### src/hw/rtl/lkv_pkg.sv
// ----------------------------------------------------------------------------
// LRU key-value cache package
// Shared widths, operation codes and request/response types.
// ----------------------------------------------------------------------------
package lkv_pkg;

   localparam int KeyBits        = 16;
   localparam int ValueBits      = 16;
   localparam int CapBits        = 5;
   localparam int EntriesDefault = 16;

   localparam logic [CapBits-1:0] CAP_RESET = CapBits'(16);

   localparam logic KIND_GET = 1'b0;
   localparam logic KIND_PUT = 1'b1;

   typedef struct packed {
      logic                 kind;
      logic [KeyBits-1:0]   key;
      logic [ValueBits-1:0] write_value;
   } lkv_req_type;

   typedef struct packed {
      logic                 hit;
      logic [ValueBits-1:0] read_value;
   } lkv_rsp_type;

   typedef struct packed {
      logic hit;
      logic full;
   } lkv_look_type;

endpackage

### src/hw/rtl/lkv_lookup.sv
// ----------------------------------------------------------------------------
// LRU cache lookup
// Parallel key compare, free-slot pick, LRU victim pick and capacity check.
// ----------------------------------------------------------------------------
module lkv_lookup #(
   parameter int Entries  = lkv_pkg::EntriesDefault,
   parameter int RankBits = (Entries > 1) ? $clog2(Entries) : 1,
   parameter int CntBits  = $clog2(Entries + 1)
) (
   input  logic [lkv_pkg::KeyBits-1:0]   key_i,
   input  logic [lkv_pkg::KeyBits-1:0]   keys_i   [Entries],
   input  logic [lkv_pkg::ValueBits-1:0] vals_i   [Entries],
   input  logic [RankBits-1:0]           ranks_i  [Entries],
   input  logic [Entries-1:0]            valid_i,
   input  logic [CntBits-1:0]            occ_i,
   input  logic [lkv_pkg::CapBits-1:0]   cap_i,
   output logic [Entries-1:0]            match_o,
   output logic [Entries-1:0]            free_o,
   output logic [Entries-1:0]            victim_o,
   output logic [RankBits-1:0]           hit_rank_o,
   output logic [lkv_pkg::ValueBits-1:0] hit_value_o,
   output lkv_pkg::lkv_look_type         look_o
);
   import lkv_pkg::*;

   localparam int CmpBits = (CntBits > CapBits) ? CntBits : CapBits;

   logic [CntBits-1:0] occ_m1;
   logic [CmpBits-1:0] cap_eff;
   logic               seen;

   assign occ_m1 = occ_i - CntBits'(1);

   always_comb begin
      seen        = 1'b0;
      hit_rank_o  = '0;
      hit_value_o = '0;
      for (int i = 0; i < Entries; i++) begin
         match_o[i]  = valid_i[i] && (keys_i[i] == key_i);
         hit_rank_o  = hit_rank_o | ({RankBits{match_o[i]}} & ranks_i[i]);
         hit_value_o = hit_value_o | ({ValueBits{match_o[i]}} & vals_i[i]);
         // lowest empty slot
         free_o[i]   = !valid_i[i] && !seen;
         seen        = seen | !valid_i[i];
         // ranks of valid entries form 0..occ-1, so the oldest holds occ-1
         victim_o[i] = valid_i[i] && (CntBits'(ranks_i[i]) == occ_m1);
      end
   end

   always_comb begin
      if (cap_i == '0) begin
         cap_eff = CmpBits'(1);
      end else if (CmpBits'(cap_i) > CmpBits'(Entries)) begin
         cap_eff = CmpBits'(Entries);
      end else begin
         cap_eff = CmpBits'(cap_i);
      end
      look_o.hit  = |match_o;
      look_o.full = CmpBits'(occ_i) >= cap_eff;
   end

endmodule

### src/hw/rtl/lkv_store.sv
// ----------------------------------------------------------------------------
// LRU cache store
// Entry registers, age ranks and occupancy with their single-pass update.
// ----------------------------------------------------------------------------
module lkv_store #(
   parameter int Entries  = lkv_pkg::EntriesDefault,
   parameter int RankBits = (Entries > 1) ? $clog2(Entries) : 1,
   parameter int CntBits  = $clog2(Entries + 1)
) (
   input  logic                          clock,
   input  logic                          reset,
   input  logic                          op_vld_i,
   input  lkv_pkg::lkv_req_type          op_i,
   input  logic [lkv_pkg::CapBits-1:0]   cap_i,
   output lkv_pkg::lkv_rsp_type          rsp_o
);
   import lkv_pkg::*;

   logic [KeyBits-1:0]   keys_ff  [Entries];
   logic [ValueBits-1:0] vals_ff  [Entries];
   logic [RankBits-1:0]  ranks_ff [Entries];
   logic [Entries-1:0]   valid_ff;
   logic [CntBits-1:0]   occ_ff;
   logic [CntBits-1:0]   occ_in;

   logic [Entries-1:0]   match;
   logic [Entries-1:0]   free;
   logic [Entries-1:0]   victim;
   logic [RankBits-1:0]  hit_rank;
   logic [ValueBits-1:0] hit_value;
   lkv_look_type         look;

   logic                 is_put;
   logic                 touch;
   logic                 insert;
   logic [Entries-1:0]   tgt;
   logic [CntBits-1:0]   age_lim;

   lkv_lookup #(
      .Entries  (Entries),
      .RankBits (RankBits),
      .CntBits  (CntBits)
   ) u_lookup (
      .key_i       (op_i.key),
      .keys_i      (keys_ff),
      .vals_i      (vals_ff),
      .ranks_i     (ranks_ff),
      .valid_i     (valid_ff),
      .occ_i       (occ_ff),
      .cap_i       (cap_i),
      .match_o     (match),
      .free_o      (free),
      .victim_o    (victim),
      .hit_rank_o  (hit_rank),
      .hit_value_o (hit_value),
      .look_o      (look)
   );

   always_comb begin
      is_put = (op_i.kind == KIND_PUT);
      touch  = op_vld_i && (look.hit || is_put);
      insert = op_vld_i && is_put && !look.hit;
      if (look.hit) begin
         tgt     = match;
         age_lim = CntBits'(hit_rank);
      end else if (look.full) begin
         tgt     = victim;
         age_lim = occ_ff - CntBits'(1);
      end else begin
         // fresh insert ages every valid entry
         tgt     = free;
         age_lim = occ_ff;
      end
      occ_in = occ_ff;
      if (insert && !look.full) begin
         occ_in = occ_ff + CntBits'(1);
      end
      rsp_o.hit        = look.hit;
      rsp_o.read_value = (look.hit && !is_put) ? hit_value : '0;
   end

   always_ff @(posedge clock) begin
      if (reset) begin
         valid_ff <= '0;
         occ_ff   <= '0;
      end else begin
         occ_ff <= occ_in;
         if (insert) begin
            valid_ff <= valid_ff | tgt;
         end
      end
   end

   always_ff @(posedge clock) begin
      for (int i = 0; i < Entries; i++) begin
         if (op_vld_i && is_put && tgt[i]) begin
            vals_ff[i] <= op_i.write_value;
         end
         if (insert && tgt[i]) begin
            keys_ff[i] <= op_i.key;
         end
         if (touch) begin
            if (tgt[i]) begin
               ranks_ff[i] <= '0;
            end else if (valid_ff[i] && (CntBits'(ranks_ff[i]) < age_lim)) begin
               ranks_ff[i] <= ranks_ff[i] + RankBits'(1);
            end
         end
      end
   end

endmodule

### src/hw/rtl/lru_key_value_cache_top.sv
// ----------------------------------------------------------------------------
// LRU key-value cache
// Fully associative key-value store with least-recently-used replacement.
// ----------------------------------------------------------------------------
//  channel   | ports                        | handshake
//  request   | start, busy, req_data        | taken when start && !busy
//  response  | rsp_strobe, rsp_data         | one cycle, no back-pressure
//  control   | csr_we, csr_wdata (capacity) | written when csr_we
//
// One request per cycle: busy stays low. A request is registered at its
// accept edge, looked up and applied to the store in the next cycle, and its
// response is registered and shows on the strobe in the cycle after that.
// The lookup and rank update for all entries run in that same cycle.
// Reset clears the valid marks, occupancy and pipeline; capacity goes to 16.
// ----------------------------------------------------------------------------
module lru_key_value_cache_top #(
   parameter int Entries = lkv_pkg::EntriesDefault
) (
   input  logic                        clock,
   input  logic                        reset,
   input  logic                        start,
   output logic                        busy,
   input  lkv_pkg::lkv_req_type        req_data,
   output logic                        rsp_strobe,
   output lkv_pkg::lkv_rsp_type        rsp_data,
   input  logic                        csr_we,
   input  logic [lkv_pkg::CapBits-1:0] csr_wdata
);
   import lkv_pkg::*;

   logic                req_vld_ff;
   lkv_req_type         req_ff;
   logic [CapBits-1:0]  cap_ff;
   logic                rsp_vld_ff;
   lkv_rsp_type         rsp_ff;
   lkv_rsp_type         rsp_in;

   assign busy = 1'b0;

   lkv_store #(
      .Entries (Entries)
   ) u_store (
      .clock    (clock),
      .reset    (reset),
      .op_vld_i (req_vld_ff),
      .op_i     (req_ff),
      .cap_i    (cap_ff),
      .rsp_o    (rsp_in)
   );

   always_ff @(posedge clock) begin
      if (reset) begin
         req_vld_ff <= 1'b0;
         rsp_vld_ff <= 1'b0;
         cap_ff     <= CAP_RESET;
      end else begin
         req_vld_ff <= start && !busy;
         rsp_vld_ff <= req_vld_ff;
         if (csr_we) begin
            cap_ff <= csr_wdata;
         end
      end
   end

   always_ff @(posedge clock) begin
      req_ff <= req_data;
      rsp_ff <= rsp_in;
   end

   assign rsp_strobe = rsp_vld_ff;
   assign rsp_data   = rsp_ff;

endmodule

### config.mk
export PLATFORM = sky130hd
export DESIGN_NAME = lru_key_value_cache_top
export DESIGN_NICKNAME = d
export VERILOG_FILES = /design/src/hw/rtl/lkv_pkg.sv /design/src/hw/rtl/lkv_lookup.sv /design/src/hw/rtl/lkv_store.sv /design/src/hw/rtl/lru_key_value_cache_top.sv
export SDC_FILE = /design/constraint.sdc
export NUM_CORES = 1
export LEC_CHECK = 0
export BUFFER_PORTS_ARGS = -buffer_cell sky130_fd_sc_hd__buf_4
export CAP_MARGIN = 20
export CORE_MARGIN = 5
export CORE_UTILIZATION = 55
export DETAILED_ROUTE_END_ITERATION = 8
export HOLD_SLACK_MARGIN = 0.03
export PLACE_DENSITY = 0.71
export SETUP_SLACK_MARGIN = 0.3
export SLEW_MARGIN = 20
export SYNTH_ARGS = -nofsm -noshare
export SYNTH_HDL_FRONTEND = slang
export SYNTH_SLANG_ARGS = --single-unit
### constraint.sdc
create_clock -name clock -period 6.1 [get_ports clock]
set_input_delay 0.61 -clock clock [delete_from_list [all_inputs] [get_ports clock]]
set_output_delay 0.61 -clock clock [all_outputs]
set_load 0.01 [all_outputs]
==> reports/results.tsv, run 1 <==
metric	value	unit
via_count	17300	
overflow	0	
hold_violations	0	
syn_nets	2018	
grt_usage	25.7	%
crit_path_max_incr_delay	0.74	ns
fin_nets	2145	
p_leak	10.3	nW
worstMarginPinSlew	1.14	ns
first_pass_iters	5	
synthCells	1921	
setup.worst_path.start	req_ff[27]	
setup_tns	0	ns
finish.utilization	62.8	%
skew	0.0247	ns
ir_drop	240	uV
period_needed	5.37	ns
layout-drive-gt1-share	14.0	%
cp.arrival	5.63	ns
gp_congestion	0.942	
ys_types	65	
crit-reg2reg-launch	req_ff[27]	
cts_tree	done	
min_from	req_data[32]	
cts_setup_buffers	0	
clock-sinks	654	
cp.required	6.36	ns
cp_slowest_cell	dfxtp_1	
cellPowerDensity	294	nW/um^2
clockBufferDepth	3	
die_y	236	microns
ctsResizeCount	0	
r2r_cells	15	
met2WireLength	33200	microns
hold_class	in2reg	
setup_viol	0	
clkTransAtPathRegs	0.06	ns
drv_cap	0	
grt_pass1_vias	17100	
ys_top_cells_by_area	edfxtp_1 62%, xnor2_1 8.1%, dfxtp_1 5.6%	
fmax	186	MHz
die_x	236	microns
start_util	55.6	%
insertion_delay	0.61	ns
die_area	55500	sq um
r2r-end	u_store.ranks_ff[60]	
critPathMostFrequentCell	buf_4	
dp_slack	0.934	ns
finalMaxSlewViolations	0	
first_iter_violations	2477	
drt-met1-wl	29700	microns
htree_levels	3	
min_path_cells	1	
grt_setup_unrepaired	false	
async_reset_ff_share	0	%
max_slew_margin	24.2	%
drc_errors	0	
grt_pass1_wl	108000	microns
ys_ff_latch	654	
crit_path_end_kind	flip-flop	
cts-root-buf	clkbuf_16	
cp_top_family	compound AO/OA/AOI/OAI gates	
dr.max_layer_used	met5	
n_antenna_cell	0	
area_delta_synth_final	12.9	%
ys_top_cells_by_count	576 x edfxtp_1, 259 x xnor2_1, 135 x nor2_1, 83 x xor2_1, 78 x dfxtp_1	
yosys_warnings	0	
syn_area	28000	sq um
start_kind	flip-flop	
core_region_area	50300	sq um
cp.buffers_inverters	4	
synth_top_area_share	61.8	%
place.detailed.hpwl	45600	microns
wirelength	73000	microns
cts_inserted_buffers	67	
outcome	finished clean	
wl_met3	7870	microns
worstHoldEndpoint	req_ff[32]	
critPathKind	reg2reg	
portBuffers	59	
vias_per_cell	6.23	
regToRegSetupSlack	0.73	ns
grt_max_degree	35	
total_power	9.28	mW
row_count	82	
cp_max_fo	12	
ys.flop_type	edfxtp_1	
antenna_left	0	
finalWorstSetupSlack	0.728	ns
synth_enable_flop_cells	576	
syn_avg_cell_area	14.6	sq um
ys_seq_area_share	67.4	%
io_pins	61	
synth.most_common_cell	edfxtp_1	
fin_crit_sh	88.1	%
post_drt_wl_per_cell	26.3	microns
antenna_found_initial	1	
crit_chain	inv_1 -> a2111o_1 -> a2111oi_0 -> buf_4 -> and2_1 -> buf_4 -> a22o_1 -> a221oi_1 -> nand4_1 -> o21ai_1 -> buf_4 -> ha_1 -> a2111oi_2 -> o41ai_1 -> a21boi_1	
synth_top_area_cell	edfxtp_1	
cts_hold_buffers	0	
cell families (layout without fill, tap and decap cells):
logic type	after synthesis	count (layout)	share of synthesized area, %
other	1	1	0.0134
AO/OA/AOI/OAI	322	322	9.07
multiplexers	8	8	0.313
XOR/XNOR	342	342	10.7
AND/OR/NAND/NOR	405	405	7.30
adder cells (fa/ha/maj)	55	55	2.46
flip-flops	654	654	67.4
buffers and inverters	134	316	2.72
layer usage:
metal,GRT usage (%),up-vias
li1,-,7580
met3,6.60,170
met1,36.2,8594
met5,0,-
met4,8.32,2
met2,39.6,937
power breakdown:
group / leakage, nW / switching, mW / internal [mW] / total, mW
registers: 5.80 / 0.0788 / 4.88 / 4.96
logic: 3.42 / 0.193 / 0.148 / 0.341
clock network: 1.05 / 1.69 / 2.29 / 3.98
total: 10.3 / 1.96 / 7.32 / 9.28
cell usage in the layout (no fill, tap or decap), types with 34 or more instances in the layout:
cell type	n
a221oi_1	72
a22o_1	74
buf_4	150
clkbuf_16	69
dfxtp_1	67
edfxtp_1	576
ha_1	55
inv_1	37
nand2_1	34
nand3_1	48
nand4_1	69
nor2_1	133
xnor2_1	258
xor2_1	82
cell type report:
cell class | instances | area (sq um)
multi-input cells | 1133 | 8410
clock buffers | 102 | 1970
flip-flops and latches | 654 | 18900
well taps | 672 | 841
fillers | 3726 | 18700
inverters | 41 | 154
clock inverters | 22 | 173
repair buffers | 151 | 1150
flip-flops by register name (all words and copies together), names as in the netlist:
signal and count:
cap_ff 5, req_ff 33, req_vld_ff 1, rsp_data 17, rsp_strobe 1, u_store.keys_ff 256
u_store.occ_ff 5, u_store.ranks_ff 64, u_store.valid_ff 16, u_store.vals_ff 256
per-stage QoR:
step	cell area, sq um	cells	hold slack, ns
after floorplan	28000	1921	0.461
after global placement	29400	2651	0.488
after detailed placement	29400	2651	0.520
after CTS	31600	2775	0.0795
after global routing	31600	2775	0.0813
final	31600	2775	0.100
worst max-delay path by stage:
stage | slack, ns | to | depth (start not counted)
CTS | 0.92 | u_store.ranks_ff[60] | 15
detailed placement | 0.93 | u_store.ranks_ff[60] | 15
finish | 0.73 | u_store.ranks_ff[60] | 15
global route | 0.55 | u_store.ranks_ff[60] | 15
global placement | 1.07 | u_store.ranks_ff[63] | 15
floorplan | 1.02 | u_store.vals_ff[16] | 15
No activity file was read; power rests on OpenSTA's default activity.
==> run 2: changes to the inputs <==
Settings changed: ABC_AREA set to 1, CELL_PAD_IN_SITES_DETAIL_PLACEMENT set to 1, CELL_PAD_IN_SITES_GLOBAL_PLACEMENT set to 2, CORE_MARGIN 5 to 8, CORE_UTILIZATION 55 to 41, PLACE_DENSITY 0.71 to not set, PLACE_DENSITY_LB_ADDON set to 0.1.
==> reports/results.tsv, run 2 <==
metric	value	unit	change
start_util	41.4	%	-14 points
synthCells	3431		+79%
yosys_warnings	0		unchanged
die_x	296	microns	+26%
cts_tree	done		
clock-sinks	654		unchanged
vias_per_cell	5.45		-13%
portBuffers	59		unchanged
reg_top3	u_store.keys_ff (256), u_store.vals_ff (256), u_store.ranks_ff (64)		
cellPowerDensity	283	nW/um^2	-3.8%
antenna_left	0		unchanged
cp.buffers_inverters	4		unchanged
async_reset_ff_share	0	%	unchanged
critPathMostFrequentCell	nand2_1		
grt_pass1_wl	174000	microns	+61%
synth.most_common_cell	nand2_1		
ys_seq_area_share	58.8	%	-8.6 points
r2r-end	u_store.ranks_ff[52]		
critPathKind	reg2reg		
grt_pass1_vias	26700		+56%
outcome	finished clean		
wirelength	118000	microns	+62%
area_delta_synth_final	14.7	%	
layout-drive-gt1-share	9.45	%	-4.5 points
ys_top_cells_by_area	edfxtp_1 54%, nand2_1 9.1%, inv_1 6.0%		
crit-reg2reg-launch	req_ff[26]		
cp.arrival	5.67	ns	+0.04 ns
regToRegSetupSlack	0.72	ns	about the same
finalInstanceArea	36800	sq um	+16%
ys_top_cells_by_count	780 x nand2_1, 576 x edfxtp_1, 512 x inv_1, 463 x nor2_1, 184 x o21ai_0		
hold_violations	0		unchanged
via_count	25400		+47%
synth_top_area_share	54.0	%	-7.9 points
mostFrequentLayoutCell	nand2_1		
setup_viol	0		unchanged
total_power	10.4	mW	+12%
cp_top_family	simple AND/OR/NAND/NOR gates		
cts_inserted_buffers	79		+18%
ys_ff_latch	654		unchanged
first_pass_iters	5		unchanged
finalMaxSlewViolations	0		unchanged
syn_nets	3528		+75%
post_drt_wl_per_cell	25.4	microns	-3.6%
n_antenna_cell	0		unchanged
grt_setup_unrepaired	false		
cts_setup_buffers	0		unchanged
ys.flop_type	edfxtp_1		
cp.depth	22		+7
row_count	102		+24%
cp_max_fo	16		+4
synth_top_area_cell	edfxtp_1		
hold_class	in2reg		
clkTransAtPathRegs	0.06	ns	about the same
fmax	186	MHz	-0.13%
ys_types	53		-18%
grt_max_degree	40		+14%
p_leak	15.3	nW	+49%
dpl.cell_count	4512		+70%
die_area	87400	sq um	+58%
place.detailed.hpwl	81000	microns	+78%
syn_avg_cell_area	9.34	sq um	-36%
core_region_area	77500	sq um	+54%
io_pins	61		unchanged
setup.worst_path.start	req_ff[26]		
finalWorstSetupSlack	0.721	ns	-0.00696 ns
cp.required	6.39	ns	+0.03 ns
htree_levels	3		unchanged
dpl_cell_area	34000	sq um	+16%
max_slew_margin	35.7	%	+11 points
start_kind	flip-flop		
crit_path_end_kind	flip-flop		
worstMarginPinSlew	0.963	ns	-0.175 ns
skew	0.0478	ns	+0.0231 ns
most-common-layout-cells	780 x nand2_1, 576 x edfxtp_1, 512 x inv_1		
crit_chain	buf_4 -> xor2_1 -> nor2_1 -> nand3_1 -> nor2_1 -> nand3_1 -> buf_4 -> nand2_1 -> nor2_1 -> nand2_2 -> nor2_8 -> inv_4 -> nand3_1 -> nand2_1 -> ha_1 -> nand2_1 -> inv_1 -> nand2_1 -> nand2_1 -> nand2_1 -> nand2_1 -> a21oi_1		
period_needed	5.38	ns	+0.00696 ns
grt_usage	26.7	%	+1.1 points
finish.utilization	47.4	%	-15 points
first_iter_violations	1785		-28%
ir_drop	279	uV	+16%
antenna_found_initial	1		unchanged
cp_slowest_cell	dfxtp_2		
crit_path_end	u_store.ranks_ff[52]		
synth_enable_flop_cells	576		unchanged
drc_errors	0		unchanged
stdcell_count	4669		+68%
insertion_delay	0.66	ns	+0.05 ns
overflow	0		unchanged
fin_crit_sh	88.2	%	+0.11 points
syn_area	32100	sq um	+15%
fin_nets	3660		+71%
gp_congestion	0.933		-0.92%
crit_path_max_incr_delay	0.70	ns	-0.04 ns
hold_ws	0.0628	ns	-0.0377 ns
clockBufferDepth	3		unchanged
dp_slack	0.666	ns	-0.268 ns
setup_tns	0	ns	unchanged
cts-root-buf	clkbuf_16		
die_y	296	microns	+26%
r2r_cells	22		+7
drv_cap	0		unchanged
[run 2: cell count changes after synthesis, sizes merged, moves of 67 or more]
cell	before	now
xnor2	259	70
nand3	49	118
o22ai	0	83
inv	41	530
nand2	34	788
o21ai	33	204
nor2	135	466
a22o	74	7
[run 2: where the power goes]
part / total (mW) / internal, mW / switching, mW
clock: 4.78 / 2.75 / 2.03
sequential: 4.94 / 4.89 / 0.0513
combinational: 0.682 / 0.194 / 0.488
[run 2: per-layer routing]
layer | track usage (%) | share of wire (%) | vias to the layer above
met1 | 34.0 | 43 | 12900
li1 | - | - | 11700
met5 | 0 | 0 | -
met2 | 46.1 | 48 | 701
met3 | 3.13 | 4.7 | 222
met4 | 11.1 | 4.4 | 0
[run 2: worst min path at each step]
| stage | to | start | slack, ns | depth (start not counted) |
|---|---|---|---|---|
| 6_report | req_ff[14] | req_data[14] | 0.06 | 1 |
| 5_1_grt | req_ff[32] | req_data[32] | 0.04 | 1 |
| 4_1_cts | req_ff[30] | req_data[30] | 0.03 | 1 |
| 3_5_place_dp | u_store.valid_ff[1] | u_store.valid_ff[1] | 0.51 | 1 |
| 3_3_place_gp | u_store.valid_ff[8] | u_store.valid_ff[8] | 0.52 | 1 |
| 2_1_floorplan | rsp_strobe | req_vld_ff | 0.41 | 2 |
[run 2: area by class of cell]
type                       count  area [sq um]
inverter                     533          2010
multi-input combinational   2139         10700
fill                        8738         40700
timing repair buffer         156          1220
tap                         1040          1300
sequential                   654         18900
clock buffer                 100          2150
clock inverter                47           518
[run 2: cells by family after synthesis]
family          Yosys count  synth area share, %
simple gates           1534                 20.0
flops                   654                 58.8
buf+inv                 638                 7.98
compound gates          426                 7.72
xor+xnor                123                 3.36
fa+ha+maj                55                 2.15
other cells               1               0.0117
[run 2: what timing repair did]
item | in CTS | in global routing
setup endpoints to repair | 0 | 0
hold buffers | 10 | 0
hold endpoints to repair | 10 | 0
resized for setup | 0 | 0
